<file path="config.mk">
export PLATFORM = sky130hd
export DESIGN_NAME = character_bitmap_pixel_generator
export DESIGN_NICKNAME = d
export VERILOG_FILES = /design/src/rtl/core/cbpg_shifter.sv /design/src/rtl/core/cbpg_pkg.sv /design/src/rtl/core/character_bitmap_pixel_generator.sv /design/src/rtl/core/cbpg_decode.sv /design/src/rtl/core/cbpg_serializer.sv
export SDC_FILE = /design/constraint.sdc
export NUM_CORES = 1
export LEC_CHECK = 0
export BUFFER_PORTS_ARGS = -buffer_cell sky130_fd_sc_hd__buf_2
export CAP_MARGIN = 15
export CORE_UTILIZATION = 58
export CTS_CLUSTER_SIZE = 20
export DETAILED_ROUTE_END_ITERATION = 6
export GPL_TIMING_DRIVEN = 0
export PLACE_DENSITY = 0.81
export SLEW_MARGIN = 10
export SYNTH_ARGS = -nofsm -noshare
export SYNTH_HDL_FRONTEND = slang
export SYNTH_SLANG_ARGS = --single-unit
</file>
<file path="constraint.sdc">
create_clock -name clk -period 3.3 [get_ports clk]
set_input_delay 0.33 -clock clk [delete_from_list [all_inputs] [get_ports clk]]
set_output_delay 0.33 -clock clk [all_outputs]
set_load 0.05 [all_outputs]
</file>
<file path="src/rtl/core/cbpg_shifter.sv">
`default_nettype none

`default_nettype wire

</file>
<file path="src/rtl/core/cbpg_pkg.sv">
`default_nettype none

package cbpg_pkg;

	localparam int REG_INDEX_W = 3;
	localparam int CFG_DATA_W  = 16;
	localparam int GROUP_PIXELS = 8;

	typedef enum logic [REG_INDEX_W-1:0] {
		REG_CONTROL_ONE       = 3'd0,
		REG_CONTROL_TWO       = 3'd1,
		REG_MEMORY_SETUP      = 3'd2,
		REG_BANK_PORT         = 3'd3,
		REG_BORDER_COLOR      = 3'd4,
		REG_BACKGROUND_COLORS = 3'd5
	} reg_index_t;

	localparam logic [15:0] COLOR_RAM_BASE = 16'hD800;

	typedef struct packed {
		logic [7:0]  control_one;
		logic [7:0]  control_two;
		logic [7:0]  memory_setup;
		logic [1:0]  bank_port;
		logic [3:0]  border_color;
		logic [15:0] background_colors;
	} cfg_t;

	typedef struct packed {
		logic [5:0] cell_column;
		logic [4:0] cell_row;
		logic [2:0] cell_line;
		logic [7:0] screen_byte;
		logic [3:0] color_nibble;
		logic [7:0] pattern_byte;
		logic       border_group;
	} cell_t;

	typedef struct packed {
		logic [3:0]  color_index;
		logic [7:0]  red;
		logic [7:0]  green;
		logic [7:0]  blue;
		logic        last_pixel;
		logic [15:0] screen_address;
		logic [15:0] color_address;
		logic [15:0] pattern_address;
	} pixel_t;

	typedef struct packed {
		logic [GROUP_PIXELS-1:0][3:0] pix;
		logic [15:0]                  screen_address;
		logic [15:0]                  color_address;
		logic [15:0]                  pattern_address;
	} group_t;

	function automatic logic [3:0] bg_pick(input logic [15:0] bgs, input logic [1:0] n);
		logic [3:0] r;
		case (n)
			2'd0: r = bgs[3:0];
			2'd1: r = bgs[7:4];
			2'd2: r = bgs[11:8];
			2'd3: r = bgs[15:12];
			default: r = bgs[3:0];
		endcase
		return r;
	endfunction

	function automatic logic [23:0] palette_rgb(input logic [3:0] ci);
		logic [23:0] r;
		case (ci)
			4'd0:  r = 24'h000000;
			4'd1:  r = 24'hFFFFFF;
			4'd2:  r = 24'h880000;
			4'd3:  r = 24'hAAFFEE;
			4'd4:  r = 24'hCC44CC;
			4'd5:  r = 24'h00CC55;
			4'd6:  r = 24'h0000AA;
			4'd7:  r = 24'hEEEE77;
			4'd8:  r = 24'hDD8855;
			4'd9:  r = 24'h664400;
			4'd10: r = 24'hFF7777;
			4'd11: r = 24'h333333;
			4'd12: r = 24'h777777;
			4'd13: r = 24'hAAFF66;
			4'd14: r = 24'h0088FF;
			4'd15: r = 24'hBBBBBB;
			default: r = 24'h000000;
		endcase
		return r;
	endfunction

endpackage

`default_nettype wire

</file>
<file path="src/rtl/core/character_bitmap_pixel_generator.sv">
// Text and bitmap pixel generator for a 40x25 cell display. Each accepted item is one
// eight-pixel line of one cell; the block returns its eight pixels left to right on
// consecutive cycles, each marked by strobe, with last_pixel set on the eighth. When the
// shifter is idle, an accepted item passes the input register, then the group register,
// before its first pixel is on the ports. Every pixel carries its palette index, the RGB
// value of the fixed palette and the cell's screen, color and pattern fetch addresses. The
// pixel shifter emits one pixel per cycle and takes the next item with the last pixel of
// the current one; one further item is held in the input register while the shifter
// works, and busy is high while that register is occupied. The receiver cannot stall:
// each pixel is on the ports for exactly one cycle. The user must write registers through
// wr_en, wr_index and wr_data only while no item is in flight; it is not enforced.
`default_nettype none

module character_bitmap_pixel_generator import cbpg_pkg::*; (
	input  logic                   clk,
	input  logic                   arst_n,
	input  logic                   start,
	output logic                   busy,
	input  cell_t                  cell_data,
	output logic                   strobe,
	output pixel_t                 pixel,
	input  logic                   wr_en,
	input  logic [REG_INDEX_W-1:0] wr_index,
	input  logic [CFG_DATA_W-1:0]  wr_data
);

	cfg_t   cfg_q;
	cell_t  cell_s1;
	logic   valid_s1;
	logic   take;
	group_t grp;

	always_ff @(posedge clk or negedge arst_n) begin
		if (!arst_n) begin
			cfg_q <= '0;
		end else if (wr_en) begin
			case (wr_index)
				REG_CONTROL_ONE:       cfg_q.control_one       <= wr_data[7:0];
				REG_CONTROL_TWO:       cfg_q.control_two       <= wr_data[7:0];
				REG_MEMORY_SETUP:      cfg_q.memory_setup      <= wr_data[7:0];
				REG_BANK_PORT:         cfg_q.bank_port         <= wr_data[1:0];
				REG_BORDER_COLOR:      cfg_q.border_color      <= wr_data[3:0];
				REG_BACKGROUND_COLORS: cfg_q.background_colors <= wr_data[15:0];
				default: ;
			endcase
		end
	end

	always_ff @(posedge clk or negedge arst_n) begin
		if (!arst_n) begin
			valid_s1 <= 1'b0;
		end else if (start && !valid_s1) begin
			valid_s1 <= 1'b1;
		end else if (take) begin
			valid_s1 <= 1'b0;
		end
	end

	always_ff @(posedge clk) begin
		if (start && !valid_s1) begin
			cell_s1 <= cell_data;
		end
	end

	assign busy = valid_s1;

	cbpg_decode u_decode (
		.cfg       (cfg_q),
		.cell_data (cell_s1),
		.grp       (grp)
	);

	cbpg_serializer u_serializer (
		.clk       (clk),
		.arst_n    (arst_n),
		.grp_valid (valid_s1),
		.grp       (grp),
		.grp_take  (take),
		.strobe    (strobe),
		.pixel     (pixel)
	);

endmodule

`default_nettype wire

</file>
<file path="src/rtl/core/cbpg_decode.sv">
`default_nettype none

module cbpg_decode import cbpg_pkg::*; (
	input  cfg_t   cfg,
	input  cell_t  cell_data,
	output group_t grp
);

	logic        ecm, bmm, den, mcm;
	logic [15:0] bank, scr_base, chr_base, bm_base;
	logic [10:0] cell_idx;
	logic [3:0]  fg, bg;
	logic [15:0] scr_addr, col_addr, pat_addr;
	logic [GROUP_PIXELS-1:0][3:0] pix;

	assign ecm = cfg.control_one[6];
	assign bmm = cfg.control_one[5];
	assign den = cfg.control_one[4];
	assign mcm = cfg.control_two[4];

	assign bank     = {~cfg.bank_port, 14'd0};
	assign scr_base = bank + {2'd0, cfg.memory_setup[7:4], 10'd0};
	assign chr_base = bank + {2'd0, cfg.memory_setup[3:1], 11'd0};
	assign bm_base  = bank + {2'd0, cfg.memory_setup[3], 13'd0};

	assign cell_idx = {1'b0, cell_data.cell_row, 5'd0} + {3'd0, cell_data.cell_row, 3'd0}
		+ {5'd0, cell_data.cell_column};

	assign fg = cell_data.screen_byte[7:4];
	assign bg = cell_data.screen_byte[3:0];

	assign scr_addr = scr_base + {5'd0, cell_idx};
	assign col_addr = COLOR_RAM_BASE + {5'd0, cell_idx};

	always_comb begin
		if (bmm) begin
			pat_addr = bm_base + {2'd0, cell_idx, cell_data.cell_line};
		end else if (ecm) begin
			pat_addr = chr_base
				+ {7'd0, cell_data.screen_byte[5:0], cell_data.cell_line};
		end else begin
			pat_addr = chr_base + {5'd0, cell_data.screen_byte, cell_data.cell_line};
		end
	end

	for (genvar p = 0; p < GROUP_PIXELS; p++) begin : g_pix
		localparam int HI_BIT  = GROUP_PIXELS - 1 - p;
		localparam int SEL_BIT = GROUP_PIXELS - 1 - 2 * (p / 2);
		logic       hi;
		logic [1:0] sel;
		logic [3:0] ci;

		assign hi  = cell_data.pattern_byte[HI_BIT];
		assign sel = cell_data.pattern_byte[SEL_BIT -: 2];

		always_comb begin
			if (cell_data.border_group || !den) begin
				ci = cfg.border_color;
			end else if (!bmm) begin
				if (ecm) begin
					ci = hi ? cell_data.color_nibble
						: bg_pick(cfg.background_colors, cell_data.screen_byte[7:6]);
				end else if (mcm && cell_data.color_nibble[3]) begin
					ci = (sel == 2'd3) ? {1'b0, cell_data.color_nibble[2:0]}
						: bg_pick(cfg.background_colors, sel);
				end else begin
					ci = hi ? cell_data.color_nibble : cfg.background_colors[3:0];
				end
			end else if (!mcm) begin
				ci = hi ? fg : bg;
			end else begin
				case (sel)
					2'd0: ci = cfg.background_colors[3:0];
					2'd1: ci = fg;
					2'd2: ci = bg;
					default: ci = cell_data.color_nibble;
				endcase
			end
		end

		assign pix[p] = ci;
	end

	assign grp = {pix, scr_addr, col_addr, pat_addr};

endmodule

`default_nettype wire

</file>
<file path="src/rtl/core/cbpg_serializer.sv">
`default_nettype none

module cbpg_serializer import cbpg_pkg::*; (
	input  logic   clk,
	input  logic   arst_n,
	input  logic   grp_valid,
	input  group_t grp,
	output logic   grp_take,
	output logic   strobe,
	output pixel_t pixel
);

	localparam int CNT_W = $clog2(GROUP_PIXELS);
	localparam logic [CNT_W-1:0] LAST_CNT = CNT_W'(GROUP_PIXELS - 1);

	group_t           grp_q;
	logic [CNT_W-1:0] cnt_q;
	logic             active_q;
	logic [3:0]       ci;
	logic [23:0]      rgb;

	assign grp_take = grp_valid && (!active_q || cnt_q == LAST_CNT);

	always_ff @(posedge clk or negedge arst_n) begin
		if (!arst_n) begin
			active_q <= 1'b0;
			cnt_q    <= '0;
		end else if (grp_take) begin
			active_q <= 1'b1;
			cnt_q    <= '0;
		end else if (active_q) begin
			if (cnt_q == LAST_CNT) begin
				active_q <= 1'b0;
			end
			cnt_q <= cnt_q + CNT_W'(1);
		end
	end

	always_ff @(posedge clk) begin
		if (grp_take) begin
			grp_q <= grp;
		end
	end

	assign ci  = grp_q.pix[cnt_q];
	assign rgb = palette_rgb(ci);

	assign strobe                = active_q;
	assign pixel.color_index     = ci;
	assign pixel.red             = rgb[23:16];
	assign pixel.green           = rgb[15:8];
	assign pixel.blue            = rgb[7:0];
	assign pixel.last_pixel      = (cnt_q == LAST_CNT);
	assign pixel.screen_address  = grp_q.screen_address;
	assign pixel.color_address   = grp_q.color_address;
	assign pixel.pattern_address = grp_q.pattern_address;

endmodule

`default_nettype wire

</file>
# Yosys cells after proc, flatten, opt, wreduce, memory -nomap -nowiden
# Memory sizes are Yosys's and may differ from the RTL's.
# Cells that the tools add are included.
# totals
memories	1
input_bits	58
mem_bits_ro	384
regBits	162
# mem_list
memory	words	width	read_ports	rd_ports_with_merged_regs	wr	line	source
(name not given)	16	24	1	0	0	cbpg_pkg.sv:71	case (ci)
# classes
n_bitwise	1
mux	88
eq_ne	21
magnitude_cmp	1
n_reduce_logical	22
n_addsub	11
# op_table
op	n
4-bit 2-to-1 mux	69
4-bit case mux with 3 select lines	8
16-bit by 14-bit adder with 16-bit output	4
16-bit by 11-bit adder with 16-bit output	2
16-bit 2-to-1 mux	2
2-bit == test, second input constant	10
15-bit by 12-bit adder with 16-bit output, first input constant	1
16-bit by 9-bit adder with 16-bit output	1
4-bit case mux with 4 select lines	1
4-bit binary-select mux with 3-bit select	1
2-bit AND reduction	6
10-bit by 8-bit adder with 11-bit output	1
11-bit by 6-bit adder with 11-bit output	1
2-bit by 1-bit == test with 1-bit output, second input constant	5
2-bit logical NOT	5
3-bit == test, second input constant	3
3-bit by 2-bit == test with 1-bit output, second input constant	2
3-bit 2-to-1 mux	2
1-bit 2-to-1 mux	5
3-bit by 4-bit less-than comparator with 1-bit output, second input constant	1
2-bit nonzero test	2
3-bit by 1-bit adder with 3-bit output, second input constant	1
3-bit by 1-bit == test with 1-bit output, second input constant	1
1-bit logical AND	3
other kinds (4)	7

# Depth between registers and ports, before layout
# logic_depth
ltp_word	7
depth_mapped	12
depth_no_buf	12

# Hierarchy
# A second synthesis with hierarchy kept.
# hier_totals
cells_unflattened	949
area_unflattened_um2	10451.3
# by_module_without_submodules
mod	area_each_um2	instances	seq_area_each_um2	cells_per_inst
cbpg_decode	3849.9	1	0.0	582
cbpg_serializer	3734.8	1	2502.4	227
character_bitmap_pixel_generator	2866.5	1	2227.1	140

# Worst setup path before layout
# No wires, ideal clock.
# synth_path
path_type	register to output
start	register u_serializer.cnt_q[1]
end	output pixel[69] (netlist name)
arrival_ns	3.625
required_ns	2.970
path_slack_ns	-0.655
stages_incl_launch_ff	10
path_cell_list	dfrtp_1 > buf_6 > mux4_1 > mux2i_4 > inv_1 > ha_1 > nor2_1 > a21oi_1 > o21ai_0 > buf_4
# synth_lines
element	line	source
from (decl)	cbpg_serializer.sv:17	logic [CNT_W-1:0] cnt_q;
from (signal assigned)	cbpg_serializer.sv:35	cnt_q <= cnt_q + CNT_W'(1);
to (decl)	character_bitmap_pixel_generator.sv:21	output pixel_t pixel,

==> results <==
- The mean cell area of the mapped netlist is 10.5 um^2.
- The maximum vdd drop is about 0.0015 V.
- Of the available clock period, the critical path in the final layout requires 0.978.
- In the routed design, unresolved DRC markers number 7.
- After floorplanning, the core was divided into between 40 and 50 placement rows.
- After detailed routing, the total wire length is 27500 um.
- The die area is around 16000 um^2.
- Of the cells placed in the final design, the portion with a size suffix greater than 1 is 0.318.
- The routed length per instance is 21.7 um.
- Static timing analysis puts the maximum clock frequency at a little over 300 MHz.
- In this run the tightest slew margin relative to its limit is 0.414.
- The clock root buffer master is sky130_fd_sc_hd__clkbuf_16.
- The gate count of the mapped netlist is around 880.
- The via count of the first global-routing pass was roughly 7400.
- For the pin with the worst max-slew slack, the measured transition is 0.880 ns.
- The maximum number of pins on one net before global-route repair is 39.
- Clock latency on the worst-skew pair, taken at its later pin, is between 0.4 and 0.5 ns.
- The prevailing post-synth register cell is sky130_fd_sc_hd__edfxtp_1.
- The number of warnings printed during yosys synthesis is 0.
- The sum of internal, switching and leakage power is 12500 uW.
- TritonCTS built the clock tree.
- Timing analysis after detailed placement gives a worst setup slack of -0.201 ns.
- The total clock sinks is 138.
- The final standard cell count with taps included and fillers excluded is 1269.
- The aggregate global-route resource usage is 0.339.
- Setup violations remaining at the end of the flow were counted as 0.
- The area of the placeable core is about 15000 um^2.
- After clock tree synthesis, the flow added hold-fix buffers numbering 0.
- Relative to the synthesized area, the layout overhead comes to 19.2%.
- The flow ran to the end, but the final reports show violations.
- The global placer's final weighted congestion is 1.01.
- For the worst setup path, the data required time is 2.97 ns.
- The count of cell types in the netlist is 61.
- The cell area after synthesis is a little over 9000 um^2.
- The die boundary height is 128 um.
- The data arrival time of the worst path is 2.90 ns.
- The first detailed-routing pass took 7 iterations.
- Setup total negative slack on the finished layout was measured at 0 ns.
- Counting the buffers created by CTS gives 17.
- The wire-length estimate of the detail-placed layout is approximately 20000 um.
- The max-slew violation total from the final report came to 0.
- Summed over all cells, the static leakage comes to 0.00449 uW.
- Global routing finished with a remaining overflow of 0.
- On the final layout, the worst clock skew is 0.00663 ns.
- The initial antenna violation count came to 1.
- The clock period could shrink to about 3.2 ns.
- The die is 128 um wide.
- In this run the number of H-tree levels came out at 4.
- The wire length of the first global-routing pass is 41400 um.
- The count of boundary I/O pins is 137.
- Counting flops and latches in the post-synthesis netlist gives 138.
- In this run the register-to-register setup slack is 0.14 ns.
- The mean number of vias per cell is 6.26.
- Final hold analysis gives a worst-case slack of 0.0213 ns.
- The initial utilization of the core area, before any placement, comes to 0.601.
- The total inserted antenna cells is 0.
- The min-delay analysis places its worst path in the category input pin to asynchronous set/reset pin.
- Once detail routing completed, the nets flagged for antenna violations numbered 0.
- The logic depth of the worst register-to-register path is 9.
- The fraction of synthesis flops using an asynchronous set or reset pin is 0.275.
- The longest clock path from root to sink contains 2 buffers.
- In this run the worst path has a maximum fanout of 7.
- The count of buffers added on input and output ports is 131.
- The tool flagged a number of max-cap violations equal to 0.
- For this block, the initial DRC count from the detailed router was 1074.
- The count of nets after finishing is 1145.
- The clock-pin slew of the registers on the worst-case setup and hold paths is 0.06 ns.
- Setup repair after global routing left no endpoint under its margin.
- Counting flops with a built-in enable in the synthesized netlist gives 100.
- The class of the most critical setup path is flip-flop to output pin.
- The sort of element at the end of the critical path is an output pin.
- The number of placed instances with taps included is 1224.
- In this run the power density over the cells is 1140 nW/um^2.
- The endpoint of the worst register-to-register path is u_serializer.grp_q[79].
- The final reports fail on DRC.
- The final worst-path setup slack is ~0.071 ns.
- The startpoint identified for the worst register-to-register timing path is cell_s1[1].
- The final number of hold-violating endpoints came to 0.
- The total vias in the final route is 7943.
- The worst setup path is launched from a flip-flop.
- Of the synthesized area, sequential elements account for 0.428.
-- area by class of cell --
type	count	area, um^2
multi-input cells	587	4500
flip-flops and latches	138	3960
fillers	1152	4350
inverters	18	75.1
repair buffers	146	843
well taps	211	264
clock buffers	18	429
plain buffers	137	801
clock inverters	14	148
-- kinds of logic (layout without fill, tap and decap cells) --
group | after synthesis | after routing | share of synthesized area
compound gates | 242 | 242 | 0.177
simple gates | 176 | 176 | 0.0846
buf+inv | 155 | 333 | 0.0934
flops | 138 | 138 | 0.428
mux | 111 | 111 | 0.147
fa+ha+maj | 42 | 42 | 0.0585
xor+xnor | 11 | 11 | 0.0104
other cells | 2 | 5 | 0.000812
-- flip-flops by register name, indices dropped and copies added (netlist names) --
| register | flops |
|---|---|
| u_serializer.pixel | 33 |
| u_serializer.strobe | 1 |
| cell_s1 | 35 |
| u_serializer.grp_q | 32 |
| busy | 1 |
| cfg_q | 33 |
| u_serializer.cnt_q | 3 |
-- Yosys cell counts, drive strengths merged (14+ instances only) --
| cell type | number | area [um^2] |
|---|---|---|
| a211oi | 17 | 128 |
| mux2i | 48 | 518 |
| nand2 | 73 | 274 |
| inv | 18 | 70.1 |
| clkbuf | 64 | 260 |
| nand3 | 14 | 70.1 |
| nor2 | 47 | 176 |
| a22oi | 18 | 135 |
| ha | 40 | 500 |
| o21ai | 54 | 270 |
| a21oi | 51 | 255 |
| mux2 | 53 | 597 |
| edfxtp | 100 | 3000 |
| a222oi | 14 | 140 |
| dfrtp | 38 | 951 |
| buf | 73 | 533 |
| a31oi | 16 | 100 |
-- cells in the final DEF (no fill, tap or decap), types with 4 or more instances in the layout --
| cell | count |
|---|---|
| sky130_fd_sc_hd__buf_4 | 78 |
| sky130_fd_sc_hd__mux2_2 | 53 |
| sky130_fd_sc_hd__xnor2_1 | 8 |
| sky130_fd_sc_hd__clkbuf_1 | 61 |
| sky130_fd_sc_hd__a22o_1 | 6 |
| sky130_fd_sc_hd__mux2i_4 | 5 |
| sky130_fd_sc_hd__nor2b_1 | 6 |
| sky130_fd_sc_hd__nand2b_1 | 8 |
| sky130_fd_sc_hd__a222oi_1 | 14 |
| sky130_fd_sc_hd__a221oi_1 | 11 |
| sky130_fd_sc_hd__dfrtp_1 | 37 |
| sky130_fd_sc_hd__edfxtp_1 | 100 |
| sky130_fd_sc_hd__ha_1 | 39 |
| sky130_fd_sc_hd__o221ai_1 | 4 |
| sky130_fd_sc_hd__mux2i_1 | 43 |
| sky130_fd_sc_hd__a31oi_1 | 16 |
| sky130_fd_sc_hd__a22oi_1 | 18 |
| sky130_fd_sc_hd__buf_1 | 5 |
| sky130_fd_sc_hd__a211o_1 | 11 |
| sky130_fd_sc_hd__clkbuf_16 | 18 |
| sky130_fd_sc_hd__a211oi_1 | 16 |
| sky130_fd_sc_hd__nand2_1 | 73 |
| sky130_fd_sc_hd__o21bai_1 | 4 |
| sky130_fd_sc_hd__o21ai_0 | 51 |
| sky130_fd_sc_hd__a21oi_1 | 49 |
| sky130_fd_sc_hd__mux4_2 | 8 |
| sky130_fd_sc_hd__nand3_1 | 14 |
| sky130_fd_sc_hd__o41ai_1 | 4 |
| sky130_fd_sc_hd__inv_1 | 14 |
| sky130_fd_sc_hd__nor2_1 | 44 |
| sky130_fd_sc_hd__buf_2 | 126 |
| sky130_fd_sc_hd__nor3_1 | 11 |
| sky130_fd_sc_hd__conb_1 | 5 |
| sky130_fd_sc_hd__o21a_1 | 8 |
-- metal layers --
layer	global-route usage	vias to the layer above	part of all wire
met5	0	-	0.00051
met4	0.156	2	0.046
met3	0.0972	107	0.097
met2	0.522	509	0.46
met1	0.443	3756	0.40
li1	-	3569	-
-- worst max-delay path, cell delays in order (launching register included) --
cell and delay [ns]:
sky130_fd_sc_hd__dfrtp_2 0.41, sky130_fd_sc_hd__clkbuf_16 0.17, sky130_fd_sc_hd__mux4_2 0.53, sky130_fd_sc_hd__mux2i_4 0.24, sky130_fd_sc_hd__inv_4 0.08, sky130_fd_sc_hd__ha_1 0.20
sky130_fd_sc_hd__nor3_2 0.23, sky130_fd_sc_hd__a211oi_1 0.08, sky130_fd_sc_hd__a31o_2 0.23, sky130_fd_sc_hd__buf_4 0.12, sky130_fd_sc_hd__buf_4 0.18
-- through the flow --
stage | utilization | area [um^2]
6_report | 0.717 | 11000
4_1_cts | 0.709 | 10900
5_1_grt | 0.717 | 11000
3_3_place_gp | 0.664 | 10200
3_5_place_dp | 0.668 | 10300
2_1_floorplan | - | 9290
-- where the power goes --
group / switching [uW] / internal [uW]
registers: 246 / 2380
clock network: 763 / 1110
logic: 5290 / 2740
-- timing repair --
action | CTS | global route
setup buffers | 3 | 9
pin swaps | 0 | 3
gates resized for setup | 12 | 21
endpoints found under the setup margin | 29 | 26
cloned | 0 | 1
-- worst max-delay path by stage --
stage                              to                   from  slack [ns]
3_5_place_dp                pixel[72]  u_serializer.cnt_q[1]       -0.20
5_1_grt                     pixel[71]  u_serializer.cnt_q[1]       0.003
4_1_cts                     pixel[55]  u_serializer.cnt_q[1]      0.0003
2_1_floorplan               pixel[64]  u_serializer.cnt_q[1]       -0.01
3_3_place_gp   u_serializer.pixel[36]  u_serializer.cnt_q[0]       -0.21
6_report                    pixel[72]  u_serializer.cnt_q[1]        0.07
(Power assumes the default switching activity.)
